**config.mk**
```make
export PLATFORM = sky130hd
export DESIGN_NAME = serial_command_frame_parser
export DESIGN_NICKNAME = d
export VERILOG_FILES = /design/src/scfp_pkg.sv /design/src/scfp_in_stage.sv /design/src/scfp_parse.sv /design/src/serial_command_frame_parser.sv
export VERILOG_INCLUDE_DIRS = /design/src /design/src/src
export SDC_FILE = /design/constraint.sdc
export NUM_CORES = 1
export LEC_CHECK = 0
export ABC_AREA = 1
export BUFFER_PORTS_ARGS = -buffer_cell sky130_fd_sc_hd__buf_2
export CORE_ASPECT_RATIO = 0.8
export CORE_MARGIN = 5
export CORE_UTILIZATION = 40
export CTS_BUF_LIST = sky130_fd_sc_hd__clkbuf_16
export DETAILED_ROUTE_END_ITERATION = 8
export PLACE_DENSITY = 0.56
export SLEW_MARGIN = 20
export SYNTH_ARGS = -nofsm -noshare
export SYNTH_HDL_FRONTEND = slang
export SYNTH_SLANG_ARGS = --single-unit
```
**constraint.sdc**
```tcl
create_clock -name clk -period 4.6 [get_ports clk]
set_clock_uncertainty 0.2 [all_clocks]
set_input_delay 0.46 -clock clk [delete_from_list [all_inputs] [get_ports clk]]
set_output_delay 0.46 -clock clk [all_outputs]
set_load 0.02 [all_outputs]
```
**src/serial_command_frame_parser_defines.svh**
```systemverilog
// Assertion macros used by the frame parser RTL.
`ifndef SERIAL_COMMAND_FRAME_PARSER_DEFINES_SVH
`define SERIAL_COMMAND_FRAME_PARSER_DEFINES_SVH

// Same-cycle implication, checked outside reset.
`define SCFP_ASSERT_NOW(name, clk, rst_n, ante, cons) \
    name: assert property (@(posedge clk) disable iff (!rst_n) (ante) |-> (cons)) \
        else $error("scfp check failed");

// Next-cycle implication, checked outside reset.
`define SCFP_ASSERT_NEXT(name, clk, rst_n, ante, cons) \
    name: assert property (@(posedge clk) disable iff (!rst_n) (ante) |=> (cons)) \
        else $error("scfp check failed");

`endif

```
**src/scfp_pkg.sv**
```systemverilog
`default_nettype none

package scfp_pkg;

    localparam logic [7:0] CH_END   = 8'h23;
    localparam logic [7:0] CH_OPEN  = 8'h3C;
    localparam logic [7:0] CH_CLOSE = 8'h3E;
    localparam logic [7:0] CH_PLUS  = 8'h2B;
    localparam logic [7:0] CH_MINUS = 8'h2D;
    localparam logic [7:0] CH_A     = 8'h61;
    localparam logic [7:0] CH_B     = 8'h62;
    localparam logic [7:0] CH_X     = 8'h78;
    localparam logic [7:0] CH_Y     = 8'h79;
    localparam logic [7:0] CH_Z     = 8'h7A;

    // Bit positions in the letters-seen mask
    localparam int LTR_A = 0;
    localparam int LTR_B = 1;
    localparam int LTR_X = 2;
    localparam int LTR_Y = 3;
    localparam int LTR_Z = 4;

    localparam logic [1:0] LEN_MAX = 2'd2;

    typedef enum logic [1:0] {
        PH_SKIP = 2'd0,
        PH_NUM  = 2'd1,
        PH_DONE = 2'd2
    } scfp_phase_t;

    typedef enum logic [2:0] {
        ACT_NONE    = 3'd0,
        ACT_OVR_ON  = 3'd1,
        ACT_OVR_OFF = 3'd2,
        ACT_SET_X   = 3'd3,
        ACT_SET_Y   = 3'd4,
        ACT_SET_Z   = 3'd5
    } scfp_action_t;

    typedef struct packed {
        logic       mode;
        logic [7:0] rx_byte;
    } scfp_item_t;

endpackage

`default_nettype wire

```
**src/scfp_in_stage.sv**
```systemverilog
`default_nettype none

module scfp_in_stage (
    input  wire logic              clk,
    input  wire logic              rst_n,
    input  wire logic              s_tvalid,
    output logic                   s_tready,
    input  wire logic [7:0]        s_tdata,   // [7:0] rx_byte
    input  wire logic              s_tuser,   // [0] mode
    input  wire logic              pop,
    output logic                   item_valid,
    output scfp_pkg::scfp_item_t   item
);

    logic                 valid_reg;
    logic                 valid_next;
    scfp_pkg::scfp_item_t item_reg;
    logic                 load;

    assign s_tready   = !valid_reg || pop;
    assign load       = s_tvalid && s_tready;
    assign item_valid = valid_reg;
    assign item       = item_reg;

    always_comb
    begin
        valid_next = valid_reg;
        if (load)
        begin
            valid_next = 1'b1;
        end
        else if (pop)
        begin
            valid_next = 1'b0;
        end
    end

    always_ff @(posedge clk or negedge rst_n)
    begin
        if (!rst_n)
        begin
            valid_reg <= 1'b0;
        end
        else
        begin
            valid_reg <= valid_next;
        end
    end

    always_ff @(posedge clk)
    begin
        if (load)
        begin
            item_reg.mode    <= s_tuser;
            item_reg.rx_byte <= s_tdata;
        end
    end

endmodule

`default_nettype wire

```
**src/scfp_parse.sv**
```systemverilog
`default_nettype none
`include "serial_command_frame_parser_defines.svh"

module scfp_parse #(
    parameter int VALUE_WIDTH = 16
) (
    input  wire logic                     clk,
    input  wire logic                     rst_n,
    input  wire logic                     item_valid,
    input  wire scfp_pkg::scfp_item_t     item,
    output logic                          pop,
    input  wire logic                     m_tready,
    output logic                          m_tvalid,
    output logic [2:0]                    action,
    output logic                          override_on,
    output logic [VALUE_WIDTH-1:0]        axis_x,
    output logic [VALUE_WIDTH-1:0]        axis_y,
    output logic [VALUE_WIDTH-1:0]        axis_z
);

    // Frame state
    logic [1:0]             len_reg, len_next;
    logic [4:0]             letters_reg, letters_next;
    logic                   open_reg, open_next;
    logic                   close_reg, close_next;
    logic                   pv_reg, pv_next;
    logic                   inner_reg, inner_next;
    scfp_pkg::scfp_phase_t  phase_reg, phase_next;
    logic                   neg_reg, neg_next;
    logic [VALUE_WIDTH-1:0] acc_reg, acc_next;

    // Persistent state and result
    logic                   ovr_reg, ovr_next;
    logic [VALUE_WIDTH-1:0] ax_reg, ax_next;
    logic [VALUE_WIDTH-1:0] ay_reg, ay_next;
    logic [VALUE_WIDTH-1:0] az_reg, az_next;
    scfp_pkg::scfp_action_t action_reg, action_next;
    logic                   valid_reg, valid_next;

    logic [7:0]             ch;
    logic                   is_end;
    logic                   is_digit;
    logic                   is_space;
    logic                   out_free;
    logic                   step;
    logic                   take_char;
    logic                   end_step;
    logic                   feed;
    logic [VALUE_WIDTH-1:0] acc_digit;
    logic [VALUE_WIDTH-1:0] value;

    always_comb
    begin
        ch = item.rx_byte;
        if (ch >= 8'h41 && ch <= 8'h5A)
        begin
            ch = ch + 8'h20;
        end
    end

    assign is_end    = item.mode || (item.rx_byte == scfp_pkg::CH_END);
    assign is_digit  = (ch >= 8'h30) && (ch <= 8'h39);
    assign is_space  = (ch == 8'h20) || ((ch >= 8'h09) && (ch <= 8'h0D));
    assign out_free  = !valid_reg || m_tready;
    // Hold a frame end until the result register can take it
    assign step      = item_valid && (!is_end || out_free);
    assign pop       = step;
    assign take_char = step && !is_end;
    assign end_step  = step && is_end;
    assign feed      = take_char && open_reg && !close_reg && (ch != scfp_pkg::CH_CLOSE);

    assign acc_digit = (acc_reg << 3) + (acc_reg << 1)
                     + {{(VALUE_WIDTH-4){1'b0}}, ch[3:0]};
    assign value     = neg_reg ? (VALUE_WIDTH'(0) - acc_reg) : acc_reg;

    // Frame flags
    always_comb
    begin
        len_next     = len_reg;
        letters_next = letters_reg;
        open_next    = open_reg;
        close_next   = close_reg;
        pv_next      = pv_reg;
        inner_next   = inner_reg;
        if (end_step)
        begin
            len_next     = 2'd0;
            letters_next = 5'd0;
            open_next    = 1'b0;
            close_next   = 1'b0;
            pv_next      = 1'b0;
            inner_next   = 1'b0;
        end
        else if (take_char)
        begin
            if (len_reg != scfp_pkg::LEN_MAX)
            begin
                len_next = len_reg + 2'd1;
            end
            case (ch)
                scfp_pkg::CH_A: letters_next[scfp_pkg::LTR_A] = 1'b1;
                scfp_pkg::CH_B: letters_next[scfp_pkg::LTR_B] = 1'b1;
                scfp_pkg::CH_X: letters_next[scfp_pkg::LTR_X] = 1'b1;
                scfp_pkg::CH_Y: letters_next[scfp_pkg::LTR_Y] = 1'b1;
                scfp_pkg::CH_Z: letters_next[scfp_pkg::LTR_Z] = 1'b1;
                default: ;
            endcase
            if (ch == scfp_pkg::CH_CLOSE)
            begin
                if (!close_reg)
                begin
                    close_next = 1'b1;
                    pv_next    = open_reg && inner_reg;
                end
            end
            else if (open_reg && !close_reg)
            begin
                inner_next = 1'b1;
            end
            else if (ch == scfp_pkg::CH_OPEN)
            begin
                open_next = 1'b1;
            end
        end
    end

    // Number scanner: next phase
    always_comb
    begin
        phase_next = phase_reg;
        if (end_step)
        begin
            phase_next = scfp_pkg::PH_SKIP;
        end
        else if (feed)
        begin
            case (phase_reg)
                scfp_pkg::PH_SKIP:
                begin
                    if (!is_space)
                    begin
                        if (ch == scfp_pkg::CH_PLUS || ch == scfp_pkg::CH_MINUS || is_digit)
                        begin
                            phase_next = scfp_pkg::PH_NUM;
                        end
                        else
                        begin
                            phase_next = scfp_pkg::PH_DONE;
                        end
                    end
                end
                scfp_pkg::PH_NUM:
                begin
                    if (!is_digit)
                    begin
                        phase_next = scfp_pkg::PH_DONE;
                    end
                end
                default: ;
            endcase
        end
    end

    // Number scanner: sign and accumulator
    always_comb
    begin
        neg_next = neg_reg;
        acc_next = acc_reg;
        if (end_step)
        begin
            neg_next = 1'b0;
            acc_next = '0;
        end
        else if (feed)
        begin
            case (phase_reg)
                scfp_pkg::PH_SKIP:
                begin
                    if (ch == scfp_pkg::CH_PLUS || ch == scfp_pkg::CH_MINUS)
                    begin
                        neg_next = (ch == scfp_pkg::CH_MINUS);
                    end
                    else if (is_digit)
                    begin
                        acc_next = acc_digit;
                    end
                end
                scfp_pkg::PH_NUM:
                begin
                    if (is_digit)
                    begin
                        acc_next = acc_digit;
                    end
                end
                default: ;
            endcase
        end
    end

    // Command decode at frame end
    always_comb
    begin
        ovr_next    = ovr_reg;
        ax_next     = ax_reg;
        ay_next     = ay_reg;
        az_next     = az_reg;
        action_next = action_reg;
        valid_next  = valid_reg;
        if (end_step)
        begin
            valid_next  = 1'b1;
            action_next = scfp_pkg::ACT_NONE;
            if (len_reg == scfp_pkg::LEN_MAX)
            begin
                if (letters_reg[scfp_pkg::LTR_A])
                begin
                    ovr_next    = 1'b1;
                    action_next = scfp_pkg::ACT_OVR_ON;
                end
                else if (letters_reg[scfp_pkg::LTR_B])
                begin
                    ovr_next    = 1'b0;
                    action_next = scfp_pkg::ACT_OVR_OFF;
                end
                else if (pv_reg)
                begin
                    if (letters_reg[scfp_pkg::LTR_X])
                    begin
                        ax_next     = value;
                        action_next = scfp_pkg::ACT_SET_X;
                    end
                    else if (letters_reg[scfp_pkg::LTR_Y])
                    begin
                        ay_next     = value;
                        action_next = scfp_pkg::ACT_SET_Y;
                    end
                    else if (letters_reg[scfp_pkg::LTR_Z])
                    begin
                        az_next     = value;
                        action_next = scfp_pkg::ACT_SET_Z;
                    end
                end
            end
        end
        else if (m_tready)
        begin
            valid_next = 1'b0;
        end
    end

    always_ff @(posedge clk or negedge rst_n)
    begin
        if (!rst_n)
        begin
            len_reg     <= 2'd0;
            letters_reg <= 5'd0;
            open_reg    <= 1'b0;
            close_reg   <= 1'b0;
            pv_reg      <= 1'b0;
            inner_reg   <= 1'b0;
            phase_reg   <= scfp_pkg::PH_SKIP;
            neg_reg     <= 1'b0;
            acc_reg     <= '0;
            ovr_reg     <= 1'b0;
            ax_reg      <= '0;
            ay_reg      <= '0;
            az_reg      <= '0;
            action_reg  <= scfp_pkg::ACT_NONE;
            valid_reg   <= 1'b0;
        end
        else
        begin
            len_reg     <= len_next;
            letters_reg <= letters_next;
            open_reg    <= open_next;
            close_reg   <= close_next;
            pv_reg      <= pv_next;
            inner_reg   <= inner_next;
            phase_reg   <= phase_next;
            neg_reg     <= neg_next;
            acc_reg     <= acc_next;
            ovr_reg     <= ovr_next;
            ax_reg      <= ax_next;
            ay_reg      <= ay_next;
            az_reg      <= az_next;
            action_reg  <= action_next;
            valid_reg   <= valid_next;
        end
    end

    // Stored state changes only at a frame end, which waits for a free result slot,
    // so it can be shown directly next to the registered action.
    assign m_tvalid    = valid_reg;
    assign action      = action_reg;
    assign override_on = ovr_reg;
    assign axis_x      = ax_reg;
    assign axis_y      = ay_reg;
    assign axis_z      = az_reg;

    `SCFP_ASSERT_NOW(a_ovr_on_flag, clk, rst_n, valid_reg && action_reg == scfp_pkg::ACT_OVR_ON, ovr_reg)
    `SCFP_ASSERT_NOW(a_ovr_off_flag, clk, rst_n, valid_reg && action_reg == scfp_pkg::ACT_OVR_OFF, !ovr_reg)
    `SCFP_ASSERT_NOW(a_param_needs_delims, clk, rst_n, pv_reg, open_reg && close_reg && inner_reg)
    `SCFP_ASSERT_NEXT(a_frame_cleared, clk, rst_n, end_step, len_reg == 2'd0 && !open_reg && valid_reg)

endmodule

`default_nettype wire

```
**src/serial_command_frame_parser.sv**
```systemverilog
// Serial command frame parser.
// Input channel s_*: one item per received character (s_tuser = 0, s_tdata = byte)
// or an idle-gap marker (s_tuser = 1, s_tdata ignored). A '#' byte or an idle gap
// closes the current frame; every other byte is collected into it.
// Output channel m_*: one item per closed frame carrying the decoded action,
// the override flag and the three stored axis positions after that frame.
// A frame-closing item passes through two register stages: the input register,
// then the result register.
// Throughput: one input item per cycle while no frame-closing item waits for the
// result slot, set by the update of the frame state between the two registers.
// When the receiver holds m_tready low, the result stays on m_tdata; ordinary
// characters keep flowing in, and the next frame-closing item waits in the
// input register until the result slot frees, which then back-pressures s_*.
// Reset clears the override flag, all axis positions and the frame in progress;
// no output item is pending after reset.
`default_nettype none

module serial_command_frame_parser #(
    parameter int VALUE_WIDTH = 16
) (
    input  wire logic                 clk,
    input  wire logic                 rst_n,
    input  wire logic                 s_tvalid,
    output logic                      s_tready,
    input  wire logic [7:0]           s_tdata,   // [7:0] rx_byte
    input  wire logic                 s_tuser,   // [0] mode
    output logic                      m_tvalid,
    input  wire logic                 m_tready,
    // action, override_on, axis_x, axis_y, axis_z from bit 0 up, zero padded
    output logic [((4 + 3*VALUE_WIDTH + 7) / 8) * 8 - 1:0] m_tdata
);

    localparam int OUT_W  = ((4 + 3*VALUE_WIDTH + 7) / 8) * 8;
    localparam int X_LSB  = 4;
    localparam int Y_LSB  = X_LSB + VALUE_WIDTH;
    localparam int Z_LSB  = Y_LSB + VALUE_WIDTH;

    logic                   item_valid;
    scfp_pkg::scfp_item_t   item;
    logic                   pop;
    logic [2:0]             action;
    logic                   override_on;
    logic [VALUE_WIDTH-1:0] axis_x;
    logic [VALUE_WIDTH-1:0] axis_y;
    logic [VALUE_WIDTH-1:0] axis_z;

    scfp_in_stage u_in_stage (
        .clk        (clk),
        .rst_n      (rst_n),
        .s_tvalid   (s_tvalid),
        .s_tready   (s_tready),
        .s_tdata    (s_tdata),
        .s_tuser    (s_tuser),
        .pop        (pop),
        .item_valid (item_valid),
        .item       (item)
    );

    scfp_parse #(
        .VALUE_WIDTH (VALUE_WIDTH)
    ) u_parse (
        .clk         (clk),
        .rst_n       (rst_n),
        .item_valid  (item_valid),
        .item        (item),
        .pop         (pop),
        .m_tready    (m_tready),
        .m_tvalid    (m_tvalid),
        .action      (action),
        .override_on (override_on),
        .axis_x      (axis_x),
        .axis_y      (axis_y),
        .axis_z      (axis_z)
    );

    always_comb
    begin
        m_tdata                            = {OUT_W{1'b0}};
        m_tdata[2:0]                       = action;
        m_tdata[3]                         = override_on;
        m_tdata[X_LSB +: VALUE_WIDTH]      = axis_x;
        m_tdata[Y_LSB +: VALUE_WIDTH]      = axis_y;
        m_tdata[Z_LSB +: VALUE_WIDTH]      = axis_z;
    end

endmodule

`default_nettype wire

```
* Yosys cells after proc, flatten, opt, wreduce, memory -nomap -nowiden *
Cells that the tools add are included.

operators by class
  add/subtract/negate cells = 5
  magnitude comparators = 6
  equality and inequality tests = 21
  multiplexer cells = 56
  bitwise operators = 4
  reduce and logical (&&, ||, !) cells = 58

operator list
  kind                                                                               number
  16-bit two-way mux                                                                 5
  8-bit by 6-bit equality test with 1-bit output (second input constant)             6
  8-bit by 7-bit equality test with 1-bit output (second input constant)             5
  16-bit case mux with 2 select lines                                                1
  2-bit nonzero test                                                                 16
  1-bit two-way mux                                                                  31
  3-bit two-way mux                                                                  7
  16-bit adder                                                                       1
  16-bit by 4-bit adder with 16-bit output                                           1
  2-bit two-way mux                                                                  8
  1-bit by 16-bit subtractor with 16-bit output (first input constant)               1
  3-bit AND reduction                                                                5
  2-bit AND reduction                                                                7
  1-bit logical AND                                                                  12
  5-bit two-way mux                                                                  2
  8-bit by 6-bit adder with 8-bit output (second input constant)                     1
  8-bit by 4-bit >= comparator with 1-bit output (second input constant)             1
  8-bit by 6-bit >= comparator with 1-bit output (second input constant)             1
  8-bit by 7-bit >= comparator with 1-bit output (second input constant)             1
  8-bit by 4-bit less-or-equal comparator with 1-bit output (second input constant)  1
  8-bit by 6-bit less-or-equal comparator with 1-bit output (second input constant)  1
  8-bit by 7-bit less-or-equal comparator with 1-bit output (second input constant)  1
  8-bit two-way mux                                                                  1
  8-bit by 6-bit != test with 1-bit output (second input constant)                   1
  other kinds (17)                                                                   33

storage, ports and cells
  flip-flop bits (word level) = 93
  input port bits = 13
  output and inout port bits = 58
  logic and storage cells = 172

* Logic depth before layout (Yosys ltp) *
  depth in word-level cells = 11
  mapped depth = 17
  mapped depth without buffers = 16

* By module *
Synthesis repeated with hierarchy kept, for this count alone.

unflattened totals
  cell total of the unflattened synthesis = 612
  area total of the unflattened synthesis = 5,332.6 µm²

modules (own cells, without submodules)
  module                       times used  cells an instance  area each (µm²)  sequential area each (µm²)
  scfp_parse                   1           591                4,976.0          2,077.0
  scfp_in_stage                1           15                 315.3            295.3
  serial_command_frame_parser  1           6                  41.3             0.0

* Worst setup path before layout *
Ideal clock, no wire load.

  path type = register -> register
  from = register u_in_stage.item_reg (netlist bit u_in_stage.item[3])
  to = register u_parse.acc_reg[12]
  library setup time = 0.118 ns
  arrival time = 2.372 ns
  required time = 4.282 ns
  slack = 1.910 ns
  cell stages (with the launch flop) = 12
  buffers on the path = 0
  clock period less this slack = 2.690 ns
  cells stage by stage = edfxtp_1 > fa_1 > fa_1 > nand3_1 > nand2_1 > a31oi_1 > o21ai_0 > a21oi_1 > xor2_1 > inv_1 > nand2_1 > nand2_1

on the way
  longest elaborated chain between the ends = 11
  elaborated cells between the ends (all ways) = 32
  those cells by class = add/sub: 2; order compare: 4; eq/ne: 5; mux: 6; reduce/logical: 15

ends and longest elaborated chain
  what                                                                               RTL line             source
  start: declaration                                                                 scfp_in_stage.sv:17  scfp_pkg::scfp_item_t item_reg;
  branches (longest 11 deep; another with 16-bit by 4-bit adder with 16-bit output)  n/a
  end signal: assignment                                                             scfp_parse.sv:281    acc_reg <= acc_next;
  end: declaration                                                                   scfp_parse.sv:30     logic [VALUE_WIDTH-1:0] acc_reg, acc_next;

Parallel ways; which one is timed is not known. The select of a mux whose other input is x is not followed.
A chain may end at the register's enable or synchronous reset.

* Worst setup path after layout *
  from = register u_in_stage.item_reg (netlist bit u_in_stage.item[6])
  to = register u_parse.ax_reg[8] (netlist: u_parse.axis_x[8])

on the way
  longest elaborated chain between the ends = 7

ends and longest elaborated chain
  what                                                RTL line           source
  8-bit by 6-bit equality test with 1-bit output (*)  scfp_parse.sv:61   assign is_end = item.mode || (item.rx_byte == scfp_pkg::CH_END);
  1-bit logical OR (*)                                scfp_parse.sv:61
  1-bit zero test                                     scfp_parse.sv:66   assign step = item_valid && (!is_end || out_free);
  1-bit logical OR                                    scfp_parse.sv:66
  1-bit logical AND                                   scfp_parse.sv:66
  1-bit logical AND (*)                               scfp_parse.sv:69   assign end_step = step && is_end;
  6-bit AND reduction (no source line) (*)            n/a
  end signal: assignment                              scfp_parse.sv:283  ax_reg <= ax_next;
  end: declaration                                    scfp_parse.sv:34   logic [VALUE_WIDTH-1:0] ax_reg, ax_next;

Mark *: on every way between the ends. The rest lies on a longest branch, timed or not.

==> results.py <==
metrics = {
    "setup_path": {
        "cp-start-kind": "flip-flop",
        "required_ps": 4630,
        "worst-setup-path-type": "reg2reg",
        "crit_arrival_ps": 3220,
        "worstReg2RegStart": "u_in_stage.item[6]",
        "crit_slowest_cell": "nor2_2",
        "crit_path_end_kind": "flip-flop",
        "startpoint": "u_in_stage.item[6]",
        "crit_path_max_incr_delay_ps": 730,
        "crit_fanout": 35,
        "cp_cell_sequence": "nor2_1 > a31o_2 > nand3_4 > inv_2 > nand3_2 > nor2_2 > mux2_2",
    },
    "power": {
        "power.leakage_nw": 3.30,
        "p_sw_share_pct": 24.4,
        "p_seq_share_pct": 48.4,
        "clock_power_share_pct": 44.1,
        "ir_drop_v": 0.000187,
        "switchingPower_w": 0.000434,
        "power_frac_comb_pct": 7.5,
        "power.internal_w": 0.00134,
        "powerDensity_nw_per_um2": 290,
    },
    "grt": {
        "overflow": 0,
        "grt_max_degree": 50,
        "antenna_found_initial": 0,
        "grt_pass1_wl_um": 21200,
        "grtUsageTotal_pct": 16.0,
        "grt_pass1_vias": 4434,
    },
    "logic_synthesis": {
        "synth_seq_cells": 93,
        "syn-cell-area_um2": 5330,
        "synth_edf_count": 9,
        "syn_inst": 617,
        "synth_flop_cell": "dfrtp_1",
        "synthArstFlopShare_pct": 90.3,
        "synth.distinct_cells": 48,
        "synth_top_area_share_pct": 39.4,
        "synthTopCellsByArea": "dfrtp_1 (39%), nand2_1 (8.8%), ha_1 (6.8%)",
        "synth_top_cell_by_area": "dfrtp_1",
        "avgSynthCellArea_um2": 8.64,
        "synth_warnings": 0,
        "yosysSeqAreaShare_pct": 44.5,
    },
    "run": {
        "cap_violations": 0,
    },
    "clock_tree": {
        "clockBufferDepth": 2,
        "cts_root_buf": "clkbuf_16",
        "htreeDepth": 3,
        "cts_tree": "yes",
        "post-cts-setup-buffers": 0,
        "clk_latency_ps": 350,
        "cts_resized": 0,
        "path_clk_slew_ps": 70,
        "clkSinkCount": 93,
        "cts_made_buffers": 9,
    },
    "route": {
        "drt_wl_total_um": 12000,
        "drc": 0,
        "drt.antenna.violating_nets": 0,
        "vias_per_cell": 4.96,
        "vias": 4267,
        "dr.pass1.iters": 5,
        "wl_per_cell_um": 13.9,
        "drt-initial-drc-count": 232,
    },
    "worst_hold_path": {
        "hold_class": "in2reg",
        "min_from": "s_tdata[4]",
    },
    "placement": {
        "dp.cells": 843,
        "place_area_um2": 5790,
        "numPortBuffers": 66,
        "gp_congestion": 0.905,
        "hpwl_um": 9060,
    },
    "final_layout": {
        "syn2layout_area_growth_pct": 14.8,
        "fillers": 1264,
        "fin_nets": 724,
        "multiInputGateArea_um2": 2570,
        "seqCellArea_um2": 2370,
        "fin_area_um2": 6120,
        "layout_common_cells": "nand2_1 (125), dfrtp_1 (84), inv_1 (71)",
        "layout.cells.non_filler": 860,
        "n_antenna_cell": 0,
        "mostFrequentLayoutCell": "nand2_1",
        "drive_gt1_share_pct": 18.8,
    },
    "floorplan": {
        "initial_core_util_pct": 41.1,
        "core_um2": 13000,
        "die_x_um": 139,
        "dieArea_um2": 15800,
        "std_cell_rows": 37,
        "dieHeight_um": 113,
        "ios": 71,
    },
    "status": {
        "outcome": "finished clean",
    },
    "sta": {
        "period_minus_slack_ps": 3200,
        "setup_viol": 0,
        "fin_crit_sh_pct": 69.5,
        "worst_hold_slack_ps": 87.0,
        "rsz0062_at_grt": "no",
        "relSlewSlack_pct": 38.1,
        "max_freq_mhz": 313,
        "worst_pin_slew_ps": 928,
        "hold_viol_final": 0,
        "drv_slew": 0,
        "fin_tns_setup_ps": 0,
    },
}
-- per-stage QoR --
step | util (%) | power (W) | setup slack, ps
global placement | 44.7 | 0.00101 | 1480
global route | 47.2 | 0.00186 | 1090
CTS | 47.2 | 0.00180 | 1350
detailed placement | 44.7 | 0.00101 | 1360
finish | 47.2 | 0.00178 | 1400
floorplan | - | 0.000969 | 1910
-- routing by layer --
metal / up-vias / share of wire [%] / track usage (%)
met3: 4 / 3.8 / 3.55
met2: 80 / 48 / 27.8
met4: 0 / 0.65 / 3.59
li1: 2144 / - / -
met1: 2039 / 47 / 20.7
met5: - / 0 / 0
-- worst max-delay path: cells and delay by family, from the launching register on --
kind                   cells  cell delay (ps)
AO/OA/AOI/OAI              1              260
buffers and inverters      1              260
flip-flops                 1              480
multiplexers               1              410
AND/OR/NAND/NOR            4             1460
-- layout make-up --
type	count	share of cell area [%]
Clock inverter	6	1.10
Tap cell	175	3.58
Clock buffer	10	4.09
Inverter	75	4.60
Multi-Input combinational cell	432	42.0
Sequential cell	93	38.8
Timing Repair Buffer	69	5.85
-- Yosys cell counts, drive strengths merged (2+ instances only) --
cell	n
nand2	134
dfrtp	84
inv	74
nor2	55
nand3	49
o21ai	41
a21oi	34
ha	29
mux2	18
xor2	17
buf	14
edfxtp	9
nand4	9
nor3	8
xnor2	8
clkbuf	6
nor4	5
or2	5
a211oi	2
a21o	2
a31o	2
fa	2
o21a	2
-- cell families after synthesis --
family,synth area share (%)
xor+xnor,4.11
buf+inv,7.51
flops,44.5
simple gates,23.4
compound gates,9.10
fa+ha+maj,7.55
other cells,0.0703
mux,3.80
-- worst paths after layout --
kind	endpoint	slack [ps]	cells past startpoint
worst max-delay path	u_parse.axis_x[8]	1400	7
worst min-delay path	u_in_stage.item[4]	90	1
worst max register to register	u_parse.axis_x[8]	1400	7
worst min register to register	u_parse.axis_z[11]	280	2
max in group asynchronous	u_parse.axis_y[3]	2780	3
min in group asynchronous	u_parse.acc_reg[12]	420	2
-- power by group through the flow --
stage	clock network [W]	logic [W]	registers, W
global route	0.000843	0.000153	0.000864
floorplan	0	0.0000938	0.000875
global placement	0	0.000130	0.000875
detailed placement	0	0.000134	0.000877
CTS	0.000804	0.000135	0.000861
finish	0.000783	0.000133	0.000861
-- timing repair --
item | 4_1_cts | 5_1_grt
endpoints found under the hold margin | 35 | 0
endpoints found under the setup margin | 0 | 0
hold buffers | 1 | 0
No activity file was read; power rests on OpenSTA's default activity.
